===== src/tcw_pkg.sv =====
// ----------------------------------------------------------------------------
// tcw_pkg
// Shared types and constants for the text console cell writer.
// ----------------------------------------------------------------------------
package tcw_pkg;

  localparam int unsigned CFG_IDX_W = 2;

  typedef enum logic [CFG_IDX_W-1:0] {
    CFG_ENABLED = 2'd0,
    CFG_COLUMNS = 2'd1,
    CFG_ROWS    = 2'd2
  } cfg_idx_t;

  localparam logic [7:0] ATTR_WHITE   = 8'h0F;
  localparam logic [7:0] CH_NUL       = 8'd0;
  localparam logic [7:0] CH_NEWLINE   = 8'd10;
  localparam logic [7:0] CH_RETURN    = 8'd13;
  localparam logic [7:0] CH_BACKSPACE = 8'd8;
  localparam logic [7:0] CH_SPACE     = 8'd32;

  localparam logic [7:0] RST_COLUMNS = 8'd80;
  localparam logic [7:0] RST_ROWS    = 8'd25;

  typedef struct packed {
    logic       enabled;
    logic [7:0] columns;
    logic [7:0] rows;
  } cfg_t;

  typedef struct packed {
    logic [7:0] col;
    logic [7:0] row;
  } cursor_t;

  typedef struct packed {
    logic        cell_write;
    logic [15:0] cell_index;
    logic [15:0] cell_value;
    logic        scroll_up;
  } result_t;

endpackage


===== src/tcw_config_regs.sv =====
// ----------------------------------------------------------------------------
// tcw_config_regs
// Configuration register file: enable, screen columns and rows.
// ----------------------------------------------------------------------------
module tcw_config_regs (
  input  logic                           clk,
  input  logic                           rst,
  input  logic                           cfg_we,
  input  logic [tcw_pkg::CFG_IDX_W-1:0]  cfg_index,
  input  logic [7:0]                     cfg_data,
  output tcw_pkg::cfg_t                  cfg
);

  always_ff @(posedge clk) begin
    if (rst) begin
      cfg.enabled <= 1'b1;
      cfg.columns <= tcw_pkg::RST_COLUMNS;
      cfg.rows    <= tcw_pkg::RST_ROWS;
    end else if (cfg_we) begin
      case (cfg_index)
        tcw_pkg::CFG_ENABLED: cfg.enabled <= cfg_data[0];
        tcw_pkg::CFG_COLUMNS: cfg.columns <= cfg_data;
        tcw_pkg::CFG_ROWS:    cfg.rows    <= cfg_data;
        default: ;
      endcase
    end
  end

endmodule


===== src/tcw_cursor_step.sv =====
// ----------------------------------------------------------------------------
// tcw_cursor_step
// One character against the cursor: cell write, wrap, scroll, next cursor.
// ----------------------------------------------------------------------------
module tcw_cursor_step (
  input  tcw_pkg::cfg_t    cfg,
  input  tcw_pkg::cursor_t cursor,
  input  logic [7:0]       char_code,
  output tcw_pkg::cursor_t cursor_next,
  output tcw_pkg::result_t result
);

  logic        active;
  logic        is_bs;
  logic [7:0]  idx_col;
  logic [15:0] cell_addr;
  logic [8:0]  col_n;
  logic [8:0]  row_n;

  assign active  = cfg.enabled && (char_code != tcw_pkg::CH_NUL);
  assign is_bs   = (char_code == tcw_pkg::CH_BACKSPACE);
  assign idx_col = is_bs ? (cursor.col - 8'd1) : cursor.col;
  assign cell_addr = ({8'd0, cursor.row} * {8'd0, cfg.columns}) + {8'd0, idx_col};

  always_comb begin
    result = '0;
    col_n  = {1'b0, cursor.col};
    row_n  = {1'b0, cursor.row};
    if (active) begin
      case (char_code)
        tcw_pkg::CH_NEWLINE: begin
          col_n = '0;
          row_n = row_n + 9'd1;
        end
        tcw_pkg::CH_RETURN: begin
          col_n = '0;
        end
        tcw_pkg::CH_BACKSPACE: begin
          if (cursor.col != 8'd0) begin
            col_n             = {1'b0, idx_col};
            result.cell_write = 1'b1;
            result.cell_index = cell_addr;
            result.cell_value = {tcw_pkg::ATTR_WHITE, tcw_pkg::CH_SPACE};
          end
        end
        default: begin
          col_n             = col_n + 9'd1;
          result.cell_write = 1'b1;
          result.cell_index = cell_addr;
          result.cell_value = {tcw_pkg::ATTR_WHITE, char_code};
        end
      endcase
      if (col_n >= {1'b0, cfg.columns}) begin
        col_n = '0;
        row_n = row_n + 9'd1;
      end
      if (row_n >= {1'b0, cfg.rows}) begin
        result.scroll_up = 1'b1;
        row_n = (cfg.rows != 8'd0) ? {1'b0, cfg.rows - 8'd1} : 9'd0;
      end
    end
    cursor_next.col = col_n[7:0];
    cursor_next.row = row_n[7:0];
  end

endmodule


===== src/text_console_cell_writer.sv =====
// ----------------------------------------------------------------------------
// text_console_cell_writer
// Character stream in, screen cell writes and scroll requests out.
// ----------------------------------------------------------------------------
// One result beat per character beat, one beat per cycle sustained while
// the master side is ready. A beat is captured in the input register; the
// cursor update and the row*columns+column multiply-add then run against
// the cursor registers and load the output register. Backpressure on the
// master side holds both stages; the input register keeps taking beats
// while a result waits as long as it is empty. Configuration must be written
// only while no beats are in flight.
module text_console_cell_writer (
  input  logic                          clk,
  input  logic                          rst,
  input  logic                          cfg_we,
  input  logic [tcw_pkg::CFG_IDX_W-1:0] cfg_index,
  input  logic [7:0]                    cfg_data,
  input  logic                          s_tvalid,
  output logic                          s_tready,
  input  logic [7:0]                    s_tdata,   // [7:0] char_code
  output logic                          m_tvalid,
  input  logic                          m_tready,
  output logic [31:0]                   m_tdata,   // [15:0] cell_index, [31:16] cell_value
  output logic [1:0]                    m_tuser    // [0] cell_write, [1] scroll_up
);

  tcw_pkg::cfg_t    cfg;
  tcw_pkg::cursor_t cursor;
  tcw_pkg::cursor_t cursor_next;
  tcw_pkg::result_t result_next;
  tcw_pkg::result_t result;

  logic       in_valid;
  logic [7:0] in_char;
  logic       out_free;
  logic       advance;

  tcw_config_regs u_cfg (
    .clk       (clk),
    .rst       (rst),
    .cfg_we    (cfg_we),
    .cfg_index (cfg_index),
    .cfg_data  (cfg_data),
    .cfg       (cfg)
  );

  tcw_cursor_step u_step (
    .cfg         (cfg),
    .cursor      (cursor),
    .char_code   (in_char),
    .cursor_next (cursor_next),
    .result      (result_next)
  );

  assign out_free = !m_tvalid || m_tready;
  assign advance  = in_valid && out_free;
  assign s_tready = !in_valid || out_free;

  always_ff @(posedge clk) begin
    if (rst) begin
      in_valid <= 1'b0;
      m_tvalid <= 1'b0;
      cursor   <= '0;
    end else begin
      if (s_tready) begin
        in_valid <= s_tvalid;
      end
      if (out_free) begin
        m_tvalid <= in_valid;
      end
      if (advance) begin
        cursor <= cursor_next;
      end
    end
  end

  always_ff @(posedge clk) begin
    if (s_tready && s_tvalid) begin
      in_char <= s_tdata;
    end
    if (advance) begin
      result <= result_next;
    end
  end

  assign m_tdata = {result.cell_value, result.cell_index};
  assign m_tuser = {result.scroll_up, result.cell_write};

endmodule


===== config.mk =====
export PLATFORM = sky130hd
export DESIGN_NAME = text_console_cell_writer
export DESIGN_NICKNAME = d
export VERILOG_FILES = /design/src/tcw_pkg.sv /design/src/tcw_config_regs.sv /design/src/tcw_cursor_step.sv /design/src/text_console_cell_writer.sv
export SDC_FILE = /design/constraint.sdc
export NUM_CORES = 1
export LEC_CHECK = 0
export ABC_AREA = 0
export BUFFER_PORTS_ARGS = -buffer_cell sky130_fd_sc_hd__buf_4
export CAP_MARGIN = 25
export CORE_MARGIN = 2
export CORE_UTILIZATION = 55
export CTS_CLUSTER_SIZE = 30
export DETAILED_ROUTE_END_ITERATION = 8
export PLACE_DENSITY = 0.75
export SETUP_SLACK_MARGIN = 0.4
export SYNTH_ARGS = -nofsm -noshare
export SYNTH_HDL_FRONTEND = slang
export SYNTH_SLANG_ARGS = --single-unit

===== constraint.sdc =====
create_clock -name clk -period 5.9 [get_ports clk]
set_input_delay 0.295 -clock clk [delete_from_list [all_inputs] [get_ports clk]]
set_output_delay 0.295 -clock clk [all_outputs]
set_load 0.02 [all_outputs]

==> flow_summary.yaml, run 1 <==
sta:
  final.setup.tns_ns: 0
  worst_slew_pin_slew_ns: 0.8817
  fin_crit_ns: 5.374
  rsz0062_at_grt: "yes"
  final-hold-violation-count: 0
  finalMaxSlewViolations: 0
  finalWorstSetupSlack_ns: 0.5264
  period_share_pct: 91.08
  fmax_mhz: 186.1
  setup_viol: 0
  relSlewSlack_pct: 40.68
  clock-skew-final_ns: 0.007365
hold_path:
  hp-class: "input port to flop"
  hold_path_depth: 1
  min_to: "in_char[4]"
  hold_start: "s_tdata[4]"
placed_design:
  dp.cells: 879
  gp_congestion: 0.9462
  port_buffers: 54
  dp_hpwl_um: 11380
  post-place-ws_ns: 0.1132
  placed_area_um2: 6908
setup_path:
  cp.required_ns: 6.10
  crit_slowest_cell: "or4_4"
  crit_start: "in_char[4]"
  start_kind: "flop"
  cp_max_fo: 4
  reg2reg_setup_slack_ns: 0.53
  rr_worst_depth: 20
  cpMostUsedCell: "fa_1"
  cp_slowest_stage_delay_ns: 0.57
  endpoint_kind: "flop"
  r2r-end: "m_tdata[15]"
  crit_chain: "or4_4, nor3b_4, buf_6, buf_6, nand4_1, xor2_2, fa_1, fa_1, inv_1, fa_1, inv_1, fa_1, inv_2, ha_4, inv_2, o21ba_4, o21ai_4, a211oi_2, or3_1, a21oi_1"
  crit_arrival_ns: 5.57
  reg2reg_from: "in_char[4]"
  crit_type: "flop to flop"
yosys:
  synth_seq_area_share_pct: 26.77
  synth_top_area_share_pct: 15.88
  synth-main-ff-cell: "dfxtp_1"
  synthMuxAreaShare_pct: 2.374
  yosys_warnings: 0
  synth_top_family_by_area: "adder cells"
  synthSimpleGateAreaFrac_pct: 20.33
  syn_avg_cell_area_um2: 8.982
  synthAdderAreaFrac_pct: 24.79
  synth_cell_types: 67
  postSynthCellCount: 716
  yosysTopAreaCell: "edfxtp_1"
  synth-compound-area-share_pct: 13.02
  syn-cell-area_um2: 6431
  synth_edf_count: 34
  synthTopCellsByArea: "edfxtp_1 16%, fa_1 14%, ha_1 11%"
  ys_async_sr_fraction_pct: 0
  synth_seq_cells: 69
  synth-xor-area-share_pct: 4.358
drt:
  first_pass_iters: 5
  wl_per_cell_um: 17.15
  finalWirelength_um: 15590
  wl_met2_um: 7445
  met3_length_um: 1061
  viasPerCell: 5.862
  ant_nets: 0
  dr_total_vias: 5329
  initialDrtViolationCount: 412
  highest_layer: "met4"
  met1_length_um: 6718
  drcViolationCount: 0
outcome:
  outcome: "completed"
clock_network:
  path_clk_slew_ns: 0.06
  cts_buffers: 9
  h-tree-depth: 3
  clockBufferDepth: 2
  tritoncts: "done"
  insertion_delay_ns: 0.34
  postCtsHoldBufs: 0
  cts-root-buf: "clkbuf_16"
  cts.sinks: 69
layout:
  drive_above_1_share_pct: 18.80
  fin_nets: 885
  finish.instance_area_um2: 7566
  final_cells: 909
  syn_to_final_growth_pct: 17.65
  num_antenna_cells: 0
  n_fill_cell: 904
global_route:
  antenna_found_initial: 0
  grt_use_total_pct: 25.50
  grt_overflow: 0
  grt_pass1_wl_um: 25800
  grt_max_degree: 36
  grt_pass1_vias: 5297
pwr:
  p_leak_nw: 3.424
  p_per_area_nw_per_um2: 190.3
  ir_drop_v: 0.0001979
job:
  max_cap_viol_count: 0
floorplanning:
  initial_core_util_pct: 56.32
  die_area_um2: 12570
  die_w_um: 112.1
  num_io_pins: 59
  coreArea_um2: 11420
  rows: 39
  dieHeight_um: 112.1
==> sequential cells by signal, summed over array words and instances, names as in the netlist <==
signal     flops
in_valid       1
u_cfg.cfg     17
in_char        8
cursor        16
m_tuser        1
m_tvalid       1
m_tdata       25
==> synthesized netlist by cell type, types with 8 or more instances <==
master,number
and2_1,45
ha_1,57
nor2_1,54
nand2_1,61
dfxtp_1,35
mux2i_1,13
nand2b_1,8
inv_1,83
a21o_1,8
a22oi_1,8
edfxtp_1,34
nand4_1,12
xor2_1,17
o21ai_0,20
buf_4,8
or3_1,8
xnor2_1,15
clkbuf_1,39
fa_1,44
nand3_1,12
and3_1,11
a21oi_1,19
==> cell usage in the layout (no fill, tap or decap), types with 5 or more instances in the layout <==
master     instances
a211o_1            6
a21o_1             8
a21oi_1           16
a22oi_1            8
a311oi_1           5
a31oi_1            5
and2_1            44
and3_1            10
buf_4             76
clkbuf_16         11
dfxtp_1           35
edfxtp_1          34
fa_1              43
ha_1              51
inv_1             80
mux2i_1           13
nand2_1           59
nand2b_1           8
nand3_1           11
nand4_1           12
nor2_1            53
o21ai_0           16
or3_1              8
xnor2_1           14
xor2_1            14
==> area by class of cell <==
| class | instances | area (um^2) | share of cell area, % |
|---|---|---|---|
| clock buffers | 11 | 275.3 | 3.638 |
| clock inverters | 5 | 58.81 | 0.7772 |
| inverters | 83 | 311.5 | 4.118 |
| multi-input cells | 518 | 4410 | 58.29 |
| flip-flops and latches | 69 | 1722 | 22.76 |
| well taps | 143 | 178.9 | 2.365 |
| repair buffers | 80 | 609.3 | 8.054 |
==> routing by layer <==
layer	up-vias	GRT usage, %
met2	196	41.81
met5	-	0
met1	2577	34.13
met4	0	8.618
met3	29	5.022
li1	2527	-
==> power by group <==
group	total (mW)	switching, mW	internal (mW)	leakage, nW
Clock	0.608	0.227	0.381	0.163
Combinational	0.266	0.152	0.114	2.65
Sequential	0.566	0.0354	0.530	0.612
Total	1.44	0.415	1.02	3.42
==> worst max path at each step <==
stage	to	slack [ns]	depth (start not counted)
2_1_floorplan	m_tdata[13]	0.42	20
3_5_place_dp	m_tdata[15]	0.11	18
5_1_grt	m_tdata[14]	0.35	16
4_1_cts	m_tdata[15]	0.38	19
6_report	m_tdata[15]	0.53	20
3_3_place_gp	m_tdata[13]	0.20	19
==> through the flow <==
stage | power, mW | hold WS [ns] | utilization [%]
final | 1.440 | 0.1285 | 66.26
after global routing | 1.495 | 0.1206 | 66.26
after CTS | 1.428 | 0.1202 | 64.17
after detailed placement | 0.8178 | 0.4748 | 60.50
after global placement | 0.8101 | 0.4742 | 60.50
after floorplan | 0.7386 | 0.3939 | -
==> critical path, delay by kind of cell (launching register included) <==
family | cells | cell delay [ns]
fa+ha+maj | 5 | 2.23
simple gates | 4 | 1.25
compound gates | 4 | 0.67
buf+inv | 6 | 0.44
flops | 1 | 0.38
xor+xnor | 1 | 0.24
==> kinds of logic after synthesis <==
group                      count (synthesis)
and+or+nand+nor                          248
buffers and inverters                    132
AOI/OAI and AO/OA                        118
adders and majority gates                101
DFF                                       69
xor gates and xnor gates                  32
muxes                                     15
other                                      1
==> what timing repair did <==
item,in CTS,in global routing
setup endpoints to repair,14,16
cloned,1,0
setup buffers,5,8
pin swaps,4,46
gates resized for setup,10,38
No activity file was read; power rests on OpenSTA's default activity.
==> run 2: changes to the inputs <==
ABC_AREA = 1   (was 0)
BUFFER_PORTS_ARGS = -buffer_cell sky130_fd_sc_hd__buf_2   (was -buffer_cell sky130_fd_sc_hd__buf_4)
==> flow_summary.yaml, run 2 <==
sta:
  setup_viol: 0
  final-hold-violation-count: 0
  fin_crit_ns: 5.227
  timing.hold.ws_ns: 0.1334
  final.setup.tns_ns: 0
  clock-skew-final_ns: 0.007121
  rsz0062_at_grt: "yes"
  period_share_pct: 88.59
  relSlewSlack_pct: 48.57
  worst_slew_pin_slew_ns: 0.7686
  finalMaxSlewViolations: 0
  finalWorstSetupSlack_ns: 0.6735
  fmax_mhz: 191.3
clock_network:
  clockBufferDepth: 2
  insertion_delay_ns: 0.33
  h-tree-depth: 3
  cts.sinks: 69
  path_clk_slew_ns: 0.06
  tritoncts: "done"
  cts-root-buf: "clkbuf_16"
  cts_buffers: 9
hold_path:
  hold_start: "s_tdata[4]"
  hold_path_depth: 1
  hp-class: "input port to flop"
drt:
  dr_total_vias: 5459
  viasPerCell: 5.121
  finalWirelength_um: 13770
  ant_nets: 0
  wl_per_cell_um: 12.92
  initialDrtViolationCount: 363
  drcViolationCount: 0
  first_pass_iters: 4
global_route:
  grt_use_total_pct: 22.33
  grt_pass1_wl_um: 23250
  antenna_found_initial: 0
  grt_overflow: 0
  grt_pass1_vias: 5036
  grt_max_degree: 27
setup_path:
  cp_max_fo: 7
  reg2reg_setup_slack_ns: 0.67
  crit_arrival_ns: 5.29
  reg2reg_from: "in_char[6]"
  endpoint_kind: "flop"
  crit_start: "in_char[6]"
  cp.required_ns: 5.97
  rr_worst_depth: 22
  start_kind: "flop"
  crit_type: "flop to flop"
pwr:
  p_sw_share_pct: 29.23
  p_leak_nw: 3.812
  p_seq_share_pct: 42.1
  finalPower_mw: 1.322
  intPower_mw: 0.9358
  ir_drop_v: 0.0001432
  combPwrFrac_pct: 16.8
  net-switching-power_mw: 0.3865
  p_per_area_nw_per_um2: 181.7
  clock_power_share_pct: 41.1
floorplanning:
  die_w_um: 113.6
  dieHeight_um: 113.6
  die_area_um2: 12900
  num_io_pins: 59
  initial_core_util_pct: 55.70
  rows: 40
  coreArea_um2: 11860
layout:
  largest_register_ffs: 25
  drive_above_1_share_pct: 14.47
  fin_nets: 1038
  seq_area_um2: 1722
  num_antenna_cells: 0
  final_cells: 1066
  final_common_cell: "nand2_1"
  syn_to_final_growth_pct: 10.15
  multiInputGateArea_um2: 4033
  fin_util_pct: 61.35
  finish.instance_area_um2: 7277
  n_fill_cell: 1040
  layout_common_cells: "207 x nand2_1, 176 x inv_1, 57 x ha_1"
placed_design:
  placed_area_um2: 6922
  dp_hpwl_um: 10700
  port_buffers: 54
  gp_congestion: 0.9616
  post-place-ws_ns: 0.4189
  dp.cells: 1046
yosys:
  synth_top_area_share_pct: 15.45
  synth_cell_types: 46
  yosys_warnings: 0
  synth_common_cells: "207 x nand2_1, 176 x inv_1, 57 x ha_1"
  synth_seq_area_share_pct: 26.06
  syn_avg_cell_area_um2: 7.567
  synthTopCellsByArea: "edfxtp_1 15%, fa_1 13%, nand2_1 12%"
  yosysTopAreaCell: "edfxtp_1"
  ys_async_sr_fraction_pct: 0
  postSynthCellCount: 873
  synth_edf_count: 34
  synth_seq_cells: 69
  syn-cell-area_um2: 6606
  synthMostInstantiatedCell: "nand2_1"
  synth-main-ff-cell: "dfxtp_1"
job:
  max_cap_viol_count: 0
outcome:
  outcome: "completed"
[run 2: cell types whose count changed after synthesis, sizes merged, moves of 23 or more]
cell    before  now
a21oi       19   57
clkbuf      39   16
nand3       12   35
nand2       62  224
inv         83  191
and2        47    0
[run 2: logic make-up (layout without fill, tap and decap cells)]
logic type                 count (synthesis)  after routing  share of synthesized area, %
AOI/OAI and AO/OA                        116            116                         9.697
muxes                                      1              1                        0.1515
adders and majority gates                101            101                         24.13
DFF                                       69             69                         26.06
buffers and inverters                    225            268                         13.48
and+or+nand+nor                          345            345                         24.32
other                                      1              4                       0.05676
xor gates and xnor gates                  15             15                         2.102
[run 2: per-layer routing]
metal / wire [um] / GRT usage [%] / vias up
met5: 0 / 0 / -
met4: 238 / 6.341 / 0
met3: 586 / 3.507 / 23
met2: 6557 / 38.40 / 136
met1: 6386 / 29.38 / 2491
li1: - / - / 2809
[run 2: cell type report]
class	instances	share of cell area [%]
clock buffer	10	3.146
sequential	69	23.66
multi-input combinational	582	55.42
timing repair buffer	60	4.333
tap	147	2.528
clock inverter	6	0.9801
inverter	192	9.938
[run 2: worst paths after layout]
path / end
setup / recovery: m_tdata[15]
hold reg to reg: m_tvalid
hold / removal: in_char[4]
setup reg to reg: m_tdata[15]
[run 2: critical path, stage by stage, from the launching register on]
cell      delay, ns
edfxtp_1       0.40
inv_2          0.07
nand2_1        0.12
nor2_8         0.16
nand4_4        0.18
buf_4          0.20
mux2i_1        0.30
fa_1           0.48
fa_1           0.51
inv_1          0.05
fa_1           0.47
inv_1          0.05
fa_1           0.53
inv_1          0.04
ha_1           0.37
inv_1          0.09
nor3_1         0.22
a21oi_2        0.11
o21ai_1        0.20
a21oi_1        0.09
o21bai_1       0.14
or2_2          0.12
a21oi_1        0.05
[run 2: power groups by stage]
stage	combinational [mW]	clock, mW	sequential [mW]
floorplan	0.167	0	0.563
global placement	0.215	0	0.566
detailed placement	0.219	0	0.567
CTS	0.221	0.553	0.557
global route	0.254	0.571	0.561
finish	0.222	0.543	0.557
[run 2: what timing repair did]
action / in CTS / in global routing
endpoints found under the setup margin: 1 / 5
pin swaps: 0 / 3
gates resized for setup: 1 / 9
buffers inserted: 0 / 4
hold buffers: 0 / 0
==> run 3: changes to the inputs <==
==> constraint.sdc (replaced) <==
create_clock -name clk -period 5.9 [get_ports clk]
set_input_delay 0 -clock clk [delete_from_list [all_inputs] [get_ports clk]]
set_output_delay 0 -clock clk [all_outputs]
set_load 0.02 [all_outputs]
==> flow_summary.yaml, run 3 (synthesis gave the netlist of run 2 again) <==
clock_network:
  tritoncts: "done"
  h-tree-depth: 3
  clockBufferDepth: 2
  cts_buffers: 9
  insertion_delay_ns: 0.33
  cts.sinks: 69
  path_clk_slew_ns: 0.06
  cts-root-buf: "clkbuf_16"
placed_design:
  dp_hpwl_um: 10700
  placed_area_um2: 6922
  port_buffers: 54
  gp_congestion: 0.9616
pwr:
  clock_power_share_pct: 40.8
  finalPower_mw: 1.333
  intPower_mw: 0.9437
  p_sw_share_pct: 29.18
  combPwrFrac_pct: 17.4
  ir_drop_v: 0.0001543
  p_per_area_nw_per_um2: 178.5
  net-switching-power_mw: 0.3888
  p_leak_nw: 3.886
  p_seq_share_pct: 41.8
layout:
  seq_area_um2: 1722
  final_common_cell: "nand2_1"
  largest_register_ffs: 25
  drive_above_1_share_pct: 14.18
  layout_common_cells: "207 x nand2_1, 176 x inv_1, 57 x ha_1"
  multiInputGateArea_um2: 4033
  fin_nets: 1057
  syn_to_final_growth_pct: 13.03
  num_antenna_cells: 0
  n_fill_cell: 1012
  finish.instance_area_um2: 7467
floorplanning:
  die_w_um: 113.6
  die_area_um2: 12900
  dieHeight_um: 113.6
  rows: 40
  num_io_pins: 59
  coreArea_um2: 11860
  initial_core_util_pct: 55.70
outcome:
  violations: "hold timing"
  outcome: "finished with violations"
sta:
  fmax_mhz: 191.7
  period_share_pct: 88.43
  finalMaxSlewViolations: 0
  relSlewSlack_pct: 47.63
  clock-skew-final_ns: 0.007932
  rsz0062_at_grt: "yes"
  final.setup.tns_ns: 0
  setup_viol: 0
  worst_slew_pin_slew_ns: 0.7827
  final-hold-violation-count: 1
  timing.hold.ws_ns: -0.0002604
  fin_crit_ns: 5.218
drt:
  drcViolationCount: 0
  initialDrtViolationCount: 370
  finalWirelength_um: 14090
  ant_nets: 0
  dr_total_vias: 5560
  first_pass_iters: 5
  wl_per_cell_um: 12.99
  viasPerCell: 5.124
setup_path:
  crit_slowest_cell: "fa_1"
  reg2reg_from: "in_char[6]"
  rr_worst_depth: 22
  cp.required_ns: 5.97
  endpoint_kind: "flop"
  crit_chain: "inv_2, nand2_1, nor2_8, nand4_4, buf_4, mux2i_1, fa_1, fa_1, inv_1, fa_1, inv_1, fa_1, inv_1, ha_1, inv_1, nor3_1, a21oi_2, o21ai_1, a21oi_1, o21bai_1, or2_2, a21oi_1"
  start_kind: "flop"
  cp_max_fo: 7
  crit_type: "flop to flop"
  r2r-end: "m_tdata[15]"
  reg2reg_setup_slack_ns: 0.68
  cp_slowest_stage_delay_ns: 0.53
  crit_arrival_ns: 5.29
hold_path:
  hold_path_depth: 3
  hp-class: "input port to flop"
  hold_start: "cfg_data[7]"
  min_to: "u_cfg.cfg[7]"
global_route:
  grt_max_degree: 27
  antenna_found_initial: 0
  grt_use_total_pct: 22.77
  grt_pass1_wl_um: 23710
  grt_overflow: 0
  grt_pass1_vias: 5180
job:
  max_cap_viol_count: 0
## run 3: routing by layer
metal	global-route usage, %	up-vias	part of all wire [%]
met2	39.68	158	48
met4	6.341	0	1.7
li1	-	2848	-
met1	29.60	2531	45
met5	0	-	0
met3	3.507	23	4.6
## run 3: repair_timing
action	CTS	global route
pin swaps	0	3
hold buffers	19	0
buffers inserted	0	4
gates resized for setup	1	9
endpoints found under the hold margin	22	0
endpoints found under the setup margin	1	5
## run 3: layout make-up
| class | count | area share [%] |
|---|---|---|
| Inverter | 192 | 9.685 |
| Tap cell | 147 | 2.463 |
| Clock inverter | 6 | 0.9551 |
| Multi-Input combinational cell | 582 | 54.00 |
| Timing Repair Buffer | 79 | 6.769 |
| Sequential cell | 69 | 23.06 |
| Clock buffer | 10 | 3.066 |
## run 3: worst max path at each step
stage,startpoint,end,cells after the start
after global placement,in_char[7],m_tdata[15],24
after detailed placement,in_char[6],m_tdata[15],22
after CTS,in_char[6],m_tdata[15],24
final,in_char[6],m_tdata[15],22
after global routing,in_char[6],m_tdata[15],22
after floorplan,in_char[6],m_tdata[15],22
## run 3: critical path: cells and delay by family (launching register included)
family | cells | cell delay [ns]
mux | 1 | 0.30
compound gates | 5 | 0.59
buf+inv | 6 | 0.50
fa+ha+maj | 5 | 2.35
simple gates | 5 | 0.80
flops | 1 | 0.40
## run 3: power by group through the flow
stage               clock network (mW)  registers (mW)  logic [mW]
finish                           0.544           0.557       0.232
detailed placement                   0           0.567       0.219
global placement                     0           0.566       0.215
global route                     0.571           0.561       0.265
floorplan                            0           0.563       0.167
CTS                              0.553           0.557       0.231
## run 3: per-stage QoR
stage / utilization (%) / hold WS (ns) / std cells / setup slack [ns]
after CTS: 62.49 / 0.01822 / 1081 / 0.4538
after detailed placement: 58.35 / 0.1781 / 1046 / 0.4189
after global routing: 62.95 / 0.04238 / 1085 / 0.3236
final: 62.95 / -0.0002604 / 1085 / 0.6824
after global placement: 58.35 / 0.1768 / 1046 / 0.5235
after floorplan: - / 0.09887 / 876 / 0.8343
